<file path="src/hw/rtl/gld_pkg.sv">
`timescale 1ns / 1ps
// ----------------------------------------------------------------------------
// gld_pkg
// Shared types and codes of the GIF LZW image decoder.
// ----------------------------------------------------------------------------
`default_nettype none

package gld_pkg;

  typedef enum logic [1:0] {
    ACT_BEGIN = 2'd0,
    ACT_PUSH  = 2'd1,
    ACT_PULL  = 2'd2
  } gld_action_t;

  typedef enum logic [2:0] {
    ST_ACCEPTED  = 3'd0,
    ST_PIXEL     = 3'd1,
    ST_NEED_DATA = 3'd2,
    ST_END       = 3'd3,
    ST_FULL      = 3'd4,
    ST_COMPLETE  = 3'd5,
    ST_BAD_SIZE  = 3'd6
  } gld_status_t;

  localparam logic [1:0] REG_WIDTH      = 2'd0;
  localparam logic [1:0] REG_HEIGHT     = 2'd1;
  localparam logic [1:0] REG_INTERLACED = 2'd2;

  localparam int MinCodeSizeLow  = 2;
  localparam int MinCodeSizeHigh = 8;

  typedef enum logic [2:0] {
    S_IDLE,
    S_DECODE,
    S_WALK,
    S_WALK_RD,
    S_POP,
    S_POP_RD,
    S_EMIT
  } gld_state_t;

  typedef struct packed {
    logic [15:0] col;
    logic [15:0] row;
    logic [1:0]  pass;
  } gld_pos_t;

endpackage

`default_nettype wire

</file>
<file path="src/hw/rtl/gld_position.sv">
`timescale 1ns / 1ps
// ----------------------------------------------------------------------------
// gld_position
// Next pixel position, with the four-pass interlaced row order.
// ----------------------------------------------------------------------------
`default_nettype none

module gld_position (
  input  wire logic [15:0]      image_width,
  input  wire logic [15:0]      image_height,
  input  wire logic             interlaced,
  input  wire gld_pkg::gld_pos_t cur,
  output gld_pkg::gld_pos_t      nxt,
  output logic                   finished
);
  import gld_pkg::*;

  logic [16:0] w;
  logic [16:0] h;
  logic [16:0] r;
  logic [1:0]  p;
  logic        done;

  always_comb begin
    w = (image_width == 16'd0) ? 17'd1 : {1'b0, image_width};
    h = (image_height == 16'd0) ? 17'd1 : {1'b0, image_height};
    nxt = cur;
    finished = 1'b0;
    r = 17'd0;
    p = cur.pass;
    done = 1'b0;
    if ({1'b0, cur.col} + 17'd1 < w) begin
      nxt.col = cur.col + 16'd1;
    end else begin
      nxt.col = 16'd0;
      if (!interlaced) begin
        if ({1'b0, cur.row} + 17'd1 >= h) finished = 1'b1;
        else nxt.row = cur.row + 16'd1;
      end else begin
        r = {1'b0, cur.row} + ((p <= 2'd1) ? 17'd8 : (p == 2'd2 ? 17'd4 : 17'd2));
        // at most three pass changes before the image runs out
        for (int i = 0; i < 4; i++) begin
          if (!done && r >= h) begin
            if (p == 2'd3) begin
              finished = 1'b1;
              done = 1'b1;
            end else begin
              p = p + 2'd1;
              r = (p == 2'd1) ? 17'd4 : (p == 2'd2 ? 17'd2 : 17'd1);
            end
          end
        end
        nxt.pass = p;
        if (!finished) nxt.row = r[15:0];
      end
    end
  end

endmodule

`default_nettype wire
</file>
<file path="config.mk">
export PLATFORM = sky130hd
export DESIGN_NAME = gld_position
export DESIGN_NICKNAME = d
export VERILOG_FILES = /design/src/hw/rtl/gld_pkg.sv /design/src/hw/rtl/gld_position.sv
export SDC_FILE = /design/constraint.sdc
export NUM_CORES = 1
export LEC_CHECK = 0
export BUFFER_PORTS_ARGS = -buffer_cell sky130_fd_sc_hd__buf_2
export CAP_MARGIN = 0
export CORE_AREA = 3 3 117 119
export DETAILED_ROUTE_END_ITERATION = 10
export DIE_AREA = 0 0 120 122
export PLACE_DENSITY_LB_ADDON = 0.15
export SYNTH_ARGS = -nofsm -noshare
export SYNTH_HDL_FRONTEND = slang
export SYNTH_SLANG_ARGS = --single-unit
</file>
<file path="constraint.sdc">
create_clock -name vclk -period 13
set_input_delay 1.3 -clock vclk [all_inputs]
set_output_delay 1.3 -clock vclk [all_outputs]
set_load 0.03 [all_outputs]
</file>
==> summary.txt, run 1 <==
Status
  • Status: complete, no violations

Global routing
  • GRT Total Usage: 0.215
  • Initial antenna violation count: 0
  • Largest net degree at the start of global routing: 28
  • Gr ovfl total: 0
  • Global-route wire length before repair: 25,900 um
  • Vias in the first global route: 5,059

Routing
  • DRT Pass-1 Iters: 4
  • Starting DRC count in detailed routing: 356
  • Routed Antenna Nets: 0
  • DR vias/cell: 5.56
  • Routed WL: 16,500 um
  • Mean routed wirelength per cell: 17.7 um
  • DRC Markers: 0
  • Via Count: 5,194

Logic synthesis
  • Mapped Area: 4430 um2
  • Most common cell in the netlist: ha_1
  • YS warnings: 0
  • Synth top area cells: ha_1, nor2_1, inv_1
  • Most area-hungry cell type in the Yosys netlist: ha_1
  • Top cells by count, synth: ha_1, nor2_1, inv_1
  • Seq/Total Area, Yosys: 0
  • Distinct cells, synth: 70
  • Area share of the largest cell type after synthesis: 0.285
  • Syn Area/Cell: 6.83 um2
  • Syn Nets: 818
  • Syn Inst Count: 649

Power and ir drop
  • Power Density: 57.8 nW/um2
  • Leak pwr: 0.00275 uW
  • Peak VDD IR: 0.0308 mV

Layout
  • Layout cells sized above 1: 0.215
  • Sequential Area: 0 um2
  • Count of flip-flops and latches: 0
  • Fillers: 1,376
  • Layout Cells excl Fill: 934
  • Area delta synth->final: 22.4%
  • Final Cell Area: 5430 um2
  • Antenna fix cells: 0
  • Clock buffer cells: 0
  • Nets: 933

Worst setup path
  • CP endpoint kind: primary output
  • WS Path Type: in2out
  • Worst EP required: 11.70 ns
  • Crit start category: input port
  • Max incr delay on CP: 0.44 ns
  • Slowest CP cell: or3b_4
  • WP data arrival: 11.10 ns
  • CP max FO: 11

Timing
  • Maximum clock rate: 80.6 MHz
  • Period utilization: 0.954
  • Final slew viol count: 0
  • Tmin final: 12.40 ns
  • Final Hold Vio Count: 0
  • Final setup fails: 0
  • Worst-margin pin slew: 1.01 ns
  • Max_slew headroom: 0.327
  • Worst hold slack: 2.96 ns

Place
  • Final HPWL DP: 13,600 um
  • RePlAce Congestion: 0.910
  • Dpl cells: 926
  • IO buf count: 102
  • Area after DPL: 5270 um2

Floorplan
  • Die Ht: 122 um
  • Site Rows: 41
  • Core area: 12,700 um2
  • Starting Density: 0.350
  • Ports: 102
  • Die width: 120 um
  • Die area: 14,600 um2

Job
  • Max Cap Viol: 0

CTS
  • Hold buffers post-CTS: 0

Worst hold path
  • Hold Crit Class: in2out
[stage by stage]
stage          setup TNS [ns]  utilization  setup slack (ns)  total power, uW
6_report                    0        0.428             0.596              314
5_1_grt               -0.0579        0.428           -0.0296              347
4_1_cts                     0        0.416             0.222              297
3_5_place_dp                0        0.416            0.0405              295
3_3_place_gp                0        0.416             0.316              292
2_1_floorplan               0            -            0.0840              203
[layer usage]
layer,part of all wire,GRT usage,wire [um],vias up
met2,0.47,0.380,7760,151
met4,0.019,0.0372,308,0
met3,0.047,0.0111,783,25
met1,0.46,0.293,7650,2418
met5,0,0,0,-
li1,-,-,-,2600
[report_power, final]
part           leakage, uW  switching [uW]  total, uW  internal (uW)
sequential               0               0          0              0
clock                    0               0          0              0
combinational      0.00275             190        314            124
[logic make-up after synthesis]
group	after synthesis	synth area share
buffers and inverters	91	0.0801
XOR/XNOR	44	0.0869
AO/OA/AOI/OAI	162	0.261
adder cells (fa/ha/maj)	103	0.292
AND/OR/NAND/NOR	247	0.276
multiplexers	2	0.00480
[cell type report]
cell class | count | area (um2) | area share
repair buffers | 138 | 797 | 0.147
multi-input cells | 558 | 4170 | 0.768
well taps | 172 | 215 | 0.0396
inverters | 66 | 248 | 0.0456
[worst max-delay path: cells and delay by family]
| family | cells | cell delay, ns |
|---|---|---|
| simple gates | 14 | 2.11 |
| compound gates | 21 | 4.01 |
| xor+xnor | 1 | 0.18 |
| buf+inv | 12 | 1.75 |
| fa+ha+maj | 6 | 1.75 |
[final timing paths]
path / endpoint / from / depth (start not counted) / slack, ns
worst min-delay path: nxt[18] / cur[18] / 3 / 2.96
worst max-delay path: nxt[10] / cur[0] / 54 / 0.60
[cell usage in the layout, fill, tap and decap left out, types with 23 or more instances in the layout]
cell     count
nand2_1     44
ha_1       101
nand3_1     28
nor2_1      79
inv_1       64
xnor2_1     26
buf_4       33
buf_2      100
o21ai_0     36
a21oi_1     25
nand4_1     23
[repair_timing]
item                                   4_1_cts  5_1_grt
gates resized for setup                      1       23
setup endpoints to repair                   12       18
pin swaps                                    0        6
endpoints found under the hold margin        0        0
cloned                                       0        1
setup buffers                                0        7
Power figures use the tool's default switching activity.
==> run 2, diff against run 1 <==
GPL_ROUTABILITY_DRIVEN = 0   (was not set)
REMOVE_ABC_BUFFERS = 1   (was not set)
SLEW_MARGIN = 5   (was not set)
==> run 2 against run 1 <==
  * Count of clock-buffer cells in the layout is the same
  * Maximum frequency grew 0.89%
  * Non-clock buffer count shrank 3
  * Core utilization shrank 0.50 points
  * Worst setup slack gained 0.11 ns
  * Cell area shrank 1.2%
  * Wire length shrank 4.6%
  * Global-route usage shrank 0.60 points
  * Sequential share of layout area is the same
  * Power shrank 2.9%
  * Critical path depth grew 1
  * Final cell count shrank 0.32%
  * Critical endpoint is now nxt[15]
  * Highest routed layer unchanged
==> summary.txt, run 2 (same netlist as run 1, synthesis figures left out) <==
Timing
  • Worst hold slack: 2.95 ns
  • Final slew viol count: 0
  • Maximum clock rate: 81.3 MHz
  • Setup WS post-layout: 0.706 ns
  • RSZ-0062 raised after global routing: false
  • Tmin final: 12.29 ns
  • Final setup fails: 0
  • Setup TNS: 0 ns
  • Period utilization: 0.946
  • Max_slew headroom: 0.457
  • Worst-margin pin slew: 0.813 ns
  • Final Hold Vio Count: 0

Routing
  • Via Count: 5,149
  • DRC Markers: 0
  • DR vias/cell: 5.53
  • DRT Pass-1 Iters: 5
  • Starting DRC count in detailed routing: 290
  • Routed Antenna Nets: 0
  • Mean routed wirelength per cell: 16.9 um
  • Routed WL: 15,700 um

Layout
  • Clock buffer cells: 0
  • Most frequent cells in the layout: buf_2, ha_1, nor2_1
  • Sequential Area: 0 um2
  • Layout cells sized above 1: 0.209
  • Nets: 930
  • Count of flip-flops and latches: 0
  • Layout Utilization: 0.423
  • Commonest non-fill, non-tap cell in the layout: buf_2
  • Antenna fix cells: 0
  • Area delta synth->final: 21.0%
  • Fillers: 1,380
  • Area of the multi-input gates: 4140 um2

Global routing
  • Gr ovfl total: 0
  • GRT Total Usage: 0.209
  • Largest net degree at the start of global routing: 27
  • Initial antenna violation count: 0
  • Vias in the first global route: 5,135
  • Global-route wire length before repair: 25,600 um

Job
  • Max Cap Viol: 0

Place
  • IO buf count: 102
  • Final HPWL DP: 13,400 um
  • Pre-CTS setup slack: 0.0127 ns

Power and ir drop
  • Leak pwr: 0.00272 uW
  • Power Density: 56.8 nW/um2
  • Peak VDD IR: 0.0295 mV
  • Total power draw: 305 uW

Worst hold path
  • Hold Crit Class: in2out

Worst setup path
  • Max incr delay on CP: 0.40 ns
  • Crit start category: input port
  • Worst path most repeated cell: buf_4
  • CP endpoint kind: primary output
  • Slowest CP cell: fa_1
  • WS Path Type: in2out
  • Family with the most delay on the worst path: compound AO/OA/AOI/OAI gates
  • Worst EP required: 11.70 ns
  • WP data arrival: 10.99 ns
  • CP max FO: 17
  • Worst Path Buf+Inv: 14

CTS
  • Hold buffers post-CTS: 0

Floorplan
  • Site Rows: 41
  • Die width: 120 um
  • Die area: 14,600 um2
  • Ports: 102
  • Core area: 12,700 um2
  • Die Ht: 122 um
  • Starting Density: 0.350

Status
  • Status: complete, no violations
[run 2: final timing paths]
check    start  slack (ns)  cells past startpoint  endpoint
max     cur[0]        0.71                     55   nxt[15]
min    cur[18]        2.95                      3   nxt[18]
[run 2: cell type report]
| cell class | instances | share of cell area |
|---|---|---|
| Timing Repair Buffer | 135 | 0.142 |
| Tap cell | 172 | 0.0401 |
| Inverter | 66 | 0.0462 |
| Multi-Input combinational cell | 558 | 0.772 |
[run 2: what timing repair did]
item	in CTS	in global routing
gates resized for setup	1	12
buffers inserted	0	5
pin swaps	0	3
endpoints found under the hold margin	0	0
endpoints found under the setup margin	6	17
[run 2: power breakdown]
part / internal, uW / switching (uW) / total [uW]
logic: 120 / 185 / 305
clock network: 0 / 0 / 0
registers: 0 / 0 / 0
[run 2: metal layers]
metal  vias up  part of all wire  GRT usage
met5         -                 0          0
met4         0             0.016     0.0315
met3        21             0.052     0.0227
met2       131              0.49      0.389
met1      2408              0.44      0.263
li1       2589                 -          -
[run 2: through the flow]
stage | instance area [um2] | cells
6_report | 5360 | 931
3_5_place_dp | 5270 | 926
2_1_floorplan | 4330 | 624
4_1_cts | 5270 | 926
3_3_place_gp | 5270 | 926
5_1_grt | 5360 | 931
==> run 3, diff against run 2 <==
CORE_AREA = 3 3 126 128   (was 3 3 117 119)
DIE_AREA = 0 0 129 131   (was 0 0 120 122)
==> run 3 against run 2 <==
  * Worst setup slack worse by 0.067 ns
  * Global-route usage shrank 2.3 points
  * First-iteration DRC count increased by 7.6%
  * Wire length rose by 4.0%
  * Core utilization is 5.6 points lower
  * Largest power group unchanged
  * Via count up 1.3%
  * Final cell count grew 2.5%
==> summary.txt, run 3 (same netlist as run 1, synthesis figures left out) <==
Layout
  • Area delta synth->final: 24.1%
  • Fillers: 1,633
  • Sequential Area: 0 um2
  • Most frequent cells in the layout: buf_2, ha_1, nor2_1
  • Final Cell Area: 5500 um2
  • Clock buffer cells: 0
  • Commonest non-fill, non-tap cell in the layout: buf_2
  • Layout cells sized above 1: 0.228
  • Count of flip-flops and latches: 0
  • Antenna fix cells: 0
  • Nets: 937
  • Layout Cells excl Fill: 954

Timing
  • Tmin final: 12.36 ns
  • RSZ-0062 raised after global routing: false
  • Final Hold Vio Count: 0
  • Final slew viol count: 0
  • Max_slew headroom: 0.421
  • Final setup fails: 0
  • Worst hold slack: 2.96 ns
  • Maximum clock rate: 80.9 MHz
  • Period utilization: 0.951
  • Setup TNS: 0 ns
  • Worst-margin pin slew: 0.868 ns

Place
  • Area after DPL: 5340 um2
  • IO buf count: 102
  • Dpl cells: 948
  • Final HPWL DP: 13,700 um

Floorplan
  • Die area: 16,900 um2
  • Site Rows: 45
  • Core area: 15,000 um2
  • Die Ht: 131 um
  • Starting Density: 0.296
  • Ports: 102
  • Die width: 129 um

Power and ir drop
  • Psw: 191 uW
  • Leak pwr: 0.00276 uW
  • P_int: 124 uW
  • Clock share of power: 0
  • Register share of total power: 0
  • Comb power frac: 1.000
  • Total power draw: 315 uW
  • Power Density: 57.2 nW/um2
  • Switching Share: 0.606
  • Peak VDD IR: 0.0217 mV

Worst setup path
  • Worst EP required: 11.70 ns
  • CP max FO: 8
  • Slowest CP cell: a22oi_2
  • Crit start category: input port
  • WS Path Type: in2out
  • CP endpoint kind: primary output
  • WP data arrival: 11.06 ns
  • Max incr delay on CP: 0.49 ns

Status
  • Status: complete, no violations

Global routing
  • Gr ovfl total: 0
  • Vias in the first global route: 4,988
  • GRT Total Usage: 0.185
  • Largest net degree at the start of global routing: 27
  • Global-route wire length before repair: 25,700 um
  • Initial antenna violation count: 0

Worst hold path
  • Min-Delay Path Depth: 3
  • Hold Crit Class: in2out
  • Hold_sp: cur[18]
  • Hold Crit Endpoint: nxt[18]

Routing
  • Mean routed wirelength per cell: 17.2 um
  • DRT Pass-1 Iters: 4
  • DRC Markers: 0
  • Routed Antenna Nets: 0
  • DR vias/cell: 5.47
  • Routed WL: 16,400 um
  • Via Count: 5,214
  • Starting DRC count in detailed routing: 312

Job
  • Max Cap Viol: 0

CTS
  • Hold buffers post-CTS: 0
## run 3: critical path, delay by kind of cell
family | cells | cell delay, ns
adders and majority gates | 6 | 1.66
buffers and inverters | 11 | 1.52
and+or+nand+nor | 13 | 2.11
AOI/OAI and AO/OA | 21 | 4.05
xor gates and xnor gates | 2 | 0.38
## run 3: per-layer routing
metal | GRT usage | part of all wire
met2 | 0.328 | 0.48
met5 | 0 | 0
met4 | 0.0154 | 0.0059
met1 | 0.259 | 0.47
met3 | 0.00976 | 0.042
## run 3: area by class of cell
class	count	area (um2)	share of cell area
well taps	188	235	0.0427
multi-input cells	558	4200	0.764
repair buffers	142	818	0.149
inverters	66	248	0.0450
## run 3: repair_timing
action,in CTS,in global routing
resized for setup,0,29
setup endpoints to repair,0,19
buffers inserted,0,5
hold endpoints to repair,0,0
## run 3: how the worst max path moves through the flow
stage                     startpoint  endpoint  slack (ns)  depth (start not counted)
after floorplan               cur[1]   nxt[10]       -0.31                         45
after global placement        cur[0]    nxt[8]        0.39                         50
after detailed placement      cur[0]    nxt[8]        0.18                         52
after CTS                     cur[0]    nxt[8]        0.14                         52
after global routing          cur[1]    nxt[8]        0.01                         52
final                         cur[1]    nxt[8]        0.64                         53
## run 3: stage by stage
stage / setup slack [ns] / utilization
after floorplan: -0.308 / -
after global placement: 0.387 / 0.356
after detailed placement: 0.181 / 0.356
after CTS: 0.142 / 0.356
after global routing: 0.0117 / 0.367
final: 0.639 / 0.367
## run 3: power by group through the flow
stage                     clock [uW]  combinational, uW  sequential [uW]
after floorplan                    0                196                0
after global routing               0                348                0
after global placement             0                294                0
after detailed placement           0                298                0
after CTS                          0                300                0
final                              0                315                0
